===== src/time_window_slot_assigner_defines.svh =====
// Assertion helpers for the slot assigner.
`ifndef TIME_WINDOW_SLOT_ASSIGNER_DEFINES_SVH
`define TIME_WINDOW_SLOT_ASSIGNER_DEFINES_SVH

// Same-cycle implication, checked out of reset.
`define TWSA_ASSERT_NOW(label, ante, cons, msg) \
	label: assert property (@(posedge clk) disable iff (!arst_n) (ante) |-> (cons)) \
		else $error(msg);

// Next-cycle implication, checked out of reset.
`define TWSA_ASSERT_NEXT(label, ante, cons, msg) \
	label: assert property (@(posedge clk) disable iff (!arst_n) (ante) |=> (cons)) \
		else $error(msg);

`endif


===== src/twsa_pkg.sv =====
package twsa_pkg;

	localparam int NUM_SLOTS = 512;
	localparam int MAX_FREQS = 1024;

	localparam int SLOT_W    = $clog2(NUM_SLOTS);
	localparam int CNT_W     = $clog2(NUM_SLOTS + 1);
	localparam int TIME_W    = 64;
	localparam int FREQ_W    = 10;
	localparam int SEQ_W     = 64;
	localparam int NFREQ_W   = 11;
	localparam int SLOT_O_W  = 9;
	localparam int ADDR_W    = 19;
	localparam int WCNT_W    = 32;
	localparam int PROD_W    = SLOT_W + NFREQ_W + 1;

	localparam int IN_BITS   = TIME_W + FREQ_W + SEQ_W;
	localparam int IN_W      = ((IN_BITS + 7) / 8) * 8;
	localparam int OUT_BITS  = SLOT_O_W + ADDR_W + SEQ_W + 1 + WCNT_W;
	localparam int OUT_W     = ((OUT_BITS + 7) / 8) * 8;
	localparam int USER_W    = 2;

	localparam logic [NFREQ_W-1:0] NFREQ_RST = NFREQ_W'(MAX_FREQS);

	typedef enum logic [1:0] {
		ST_IDLE,
		ST_ISSUE,
		ST_CMP,
		ST_FINISH
	} state_t;

	typedef enum logic [USER_W-1:0] {
		OUT_WRITTEN = 2'd0,
		OUT_OOO     = 2'd1,
		OUT_LATE    = 2'd2
	} outcome_t;

	// One probe of the binary search.
	typedef struct packed {
		logic             eq;
		logic             lt;
		logic [CNT_W-1:0] next_lo;
		logic [CNT_W-1:0] next_hi;
		logic             done;
	} srch_res_t;

	// (a + b) mod NUM_SLOTS for a < NUM_SLOTS, b <= NUM_SLOTS.
	function automatic logic [SLOT_W-1:0] slot_add(input logic [SLOT_W-1:0] a,
		input logic [SLOT_W:0] b);
		logic [SLOT_W+1:0] sum;
		sum = {2'b00, a} + {1'b0, b};
		if (sum >= (SLOT_W+2)'(NUM_SLOTS))
			sum = sum - (SLOT_W+2)'(NUM_SLOTS);
		return sum[SLOT_W-1:0];
	endfunction

endpackage


===== src/twsa_search.sv =====
// One binary-search probe: compare key with the probed time, narrow [lo, hi).
module twsa_search (
	input  logic [twsa_pkg::CNT_W-1:0]  lo,
	input  logic [twsa_pkg::CNT_W-1:0]  hi,
	input  logic [twsa_pkg::TIME_W-1:0] key,
	input  logic [twsa_pkg::TIME_W-1:0] probe,
	output logic [twsa_pkg::SLOT_W-1:0] mid,
	output twsa_pkg::srch_res_t         res
);

	logic [twsa_pkg::CNT_W:0]   sum;
	logic [twsa_pkg::CNT_W-1:0] mid_c;

	assign sum   = {1'b0, lo} + {1'b0, hi};
	assign mid_c = sum[twsa_pkg::CNT_W:1];
	assign mid   = mid_c[twsa_pkg::SLOT_W-1:0];

	always_comb begin
		res.eq      = (probe == key);
		res.lt      = (probe < key);
		res.next_lo = res.lt ? (mid_c + twsa_pkg::CNT_W'(1)) : lo;
		res.next_hi = (!res.lt && !res.eq) ? mid_c : hi;
		res.done    = res.eq || (res.next_lo == res.next_hi);
	end

endmodule

===== config.mk =====
export PLATFORM = sky130hd
export DESIGN_NAME = twsa_search
export DESIGN_NICKNAME = d
export VERILOG_FILES = /design/src/time_window_slot_assigner_defines.svh /design/src/twsa_pkg.sv /design/src/twsa_search.sv
export SDC_FILE = /design/constraint.sdc
export NUM_CORES = 1
export LEC_CHECK = 0
export CAP_MARGIN = 20
export CORE_ASPECT_RATIO = 1.4
export CORE_MARGIN = 8
export CORE_UTILIZATION = 40
export DETAILED_ROUTE_END_ITERATION = 7
export DONT_BUFFER_PORTS = 1
export PLACE_DENSITY = 0.62
export SETUP_SLACK_MARGIN = 0.3
export SYNTH_ARGS = -nofsm -noshare
export SYNTH_HDL_FRONTEND = slang
export SYNTH_SLANG_ARGS = --single-unit

===== constraint.sdc =====
create_clock -name vclk -period 2.6
set_input_delay 0.26 -clock vclk [all_inputs]
set_output_delay 0.26 -clock vclk [all_outputs]
set_load 0.02 [all_outputs]

==> results by group <==
Status
  • Status: finished with violations
  • Violated checks: negative setup slack

Synthesis
  • Register area share after synthesis: 0%
  • Largest cells by area after synthesis: ha_1 (31%), inv_1 (10%), a21oi_1 (6.3%), a21o_1 (6.0%), nand4_1 (4.6%)
  • Ys Warns: 0
  • Area share of the largest cell type after synthesis: 30.6%
  • Yosys top cell by area: ha_1
  • Syn Area/Cell: 7.03 sq um
  • Most frequent cell after synthesis: inv_1
  • Commonest cells in the netlist: inv_1 (81), ha_1 (74), a21oi_1 (38)
  • Post-Syn Instances: 430
  • Syn nets: 653
  • Synth cell types: 60
  • Netlist Area Pre-Place: 3020 sq um

Setup path
  • CP delay by family, top: compound AO/OA/AOI/OAI gates
  • Crit path kind: input port to output pin
  • CP arrival: 2900 ps
  • CP max-delay cell: fa_2
  • Crit Path Max Fanout: 5
  • Critical path buffers and inverters: 1
  • Crit-path max cell delay: 370 ps
  • Critical path required time: 2340 ps
  • Crit. End Element: output pin
  • Cell breakdown of the critical path: and2_4 > fa_2 > a21o_1 > a211oi_4 > o21ai_2 > xnor2_2 > buf_4 > nor3_4 > xnor3_1 > nor3_1 > nand4_1 > o221ai_4
  • Crit start category: input port

Floorplanning
  • IO Pins: 180
  • Initial Util: 41.1%
  • Core area: 7360 sq um
  • Die height: 119 um
  • Die width: 89.5 um
  • Rows: 37
  • Die Area: 10600 sq um

STA
  • Worst slew margin: 77.7%
  • Setup TNS: -3310 ps
  • Fin. Hold Viols: 0
  • Period minus WS final: 3160 ps
  • RSZ-0062 raised after global routing: yes
  • Slew Viols, Final: 0
  • Finish-stage setup viols: 16
  • Final hold slack: 644 ps
  • PnR worst setup slack: -559 ps
  • Max frequency: 0.317 GHz
  • Final period util: 121%
  • Worst-margin pin slew: 332 ps

Cells and area
  • Layout cells sized above 1: 40.6%
  • Cell Count, Final, Fillers Out: 612
  • Final core occ: 63.5%
  • Register Area: 0 sq um
  • Post-route cell area: 4670 sq um
  • Layout Nets: 740
  • Synthesis-to-finish area growth: 54.5%
  • Diode count: 0
  • Layout filler cell count: 593
  • CLK BUF: 0
  • FF+latch count: 0

Placed design
  • Cells after DPL: 592
  • HPWL Detailed: 9640 um
  • RD Place Congestion: 0.890
  • Pre-CTS setup slack: -545 ps
  • Port bufs: 0
  • Placed Area: 3910 sq um

Routing
  • Vias post-DR: 3538
  • Drt pass-1 iters: 4
  • Initial DRC Count: 96
  • DRC: 0
  • Routed WL: 12000 um
  • Post-route ant nets: 0
  • DR vias/cell: 5.78
  • DR WL/cell: 19.6 um

Hold path
  • Hold Path Cell Cnt: 2
  • Origin of the worst min-delay path: hi[3]
  • Hold WC Path Type: input port to output pin
  • WHS Endpoint: res[4]

GRT
  • Grt total ovfl: 0
  • GRT Total Usage: 19.9%
  • Vias in the first global route: 3755
  • First-pass GRT wire length: 17400 um
  • Initial antenna violation count: 0
  • Largest net degree at the start of global routing: 9

Run
  • Max cap viols: 0

Pwr
  • LEAKAGE: 2.36 nW
  • Power consumption: 1.37 mW
  • Peak VDD IR: 0.223 mV
  • Pwr dens: 292 nW/um^2
-- power breakdown --
part	internal, mW	total (mW)	switching (mW)
Clock	0	0	0
Sequential	0	0	0
Combinational	0.668	1.37	0.697
-- layout by cell type (no fill, tap or decap), types with 5 or more instances in the layout --
cell,count
buf_4,70
inv_1,62
ha_1,54
a21oi_1,27
a21o_1,24
nand4_1,22
ha_4,20
buf_6,18
nor2_1,17
inv_2,16
nand2_1,14
o21ai_0,11
a21oi_2,10
xnor2_1,10
mux2_4,9
nor3_1,7
o211ai_1,6
o21ai_4,6
xor2_1,5
nand3_1,5
-- cell families after synthesis --
kind of cell	Yosys count	share of synthesized area [%]
AND/OR/NAND/NOR	111	20.4
XOR/XNOR	23	7.37
buffers and inverters	91	11.6
multiplexers	12	4.35
AO/OA/AOI/OAI	118	24.9
adder cells (fa/ha/maj)	75	31.3
-- area by class of cell --
type	instances	area [sq um]	share of cell area, %
multi-input cells	339	3380	72.3
repair buffers	93	836	17.9
well taps	97	121	2.60
inverters	83	337	7.21
-- how the worst max path moves through the flow --
stage / to / start / cells after the start / slack [ps]
CTS: res[0] / key[53] / 13 / -490
finish: res[0] / hi[0] / 12 / -560
global placement: res[0] / key[23] / 12 / -550
floorplan: res[0] / hi[0] / 12 / -360
detailed placement: res[0] / key[23] / 13 / -550
global route: res[0] / hi[0] / 12 / -750
-- per-layer routing --
metal	part of all wire (%)	wire, um	vias up	global-route usage, %
met3	7.4	890	28	4.82
met5	0	0	-	0
met2	54	6430	159	39.3
li1	-	-	1700	-
met1	36	4270	1651	18.9
met4	3.2	378	0	5.54
-- repair_timing --
item	4_1_cts	5_1_grt
resized for setup	55	64
gates cloned	2	0
hold buffers	0	0
setup endpoints to repair	24	25
buffers inserted	9	9
pin swaps	24	44
No activity file was read; power rests on OpenSTA's default activity.
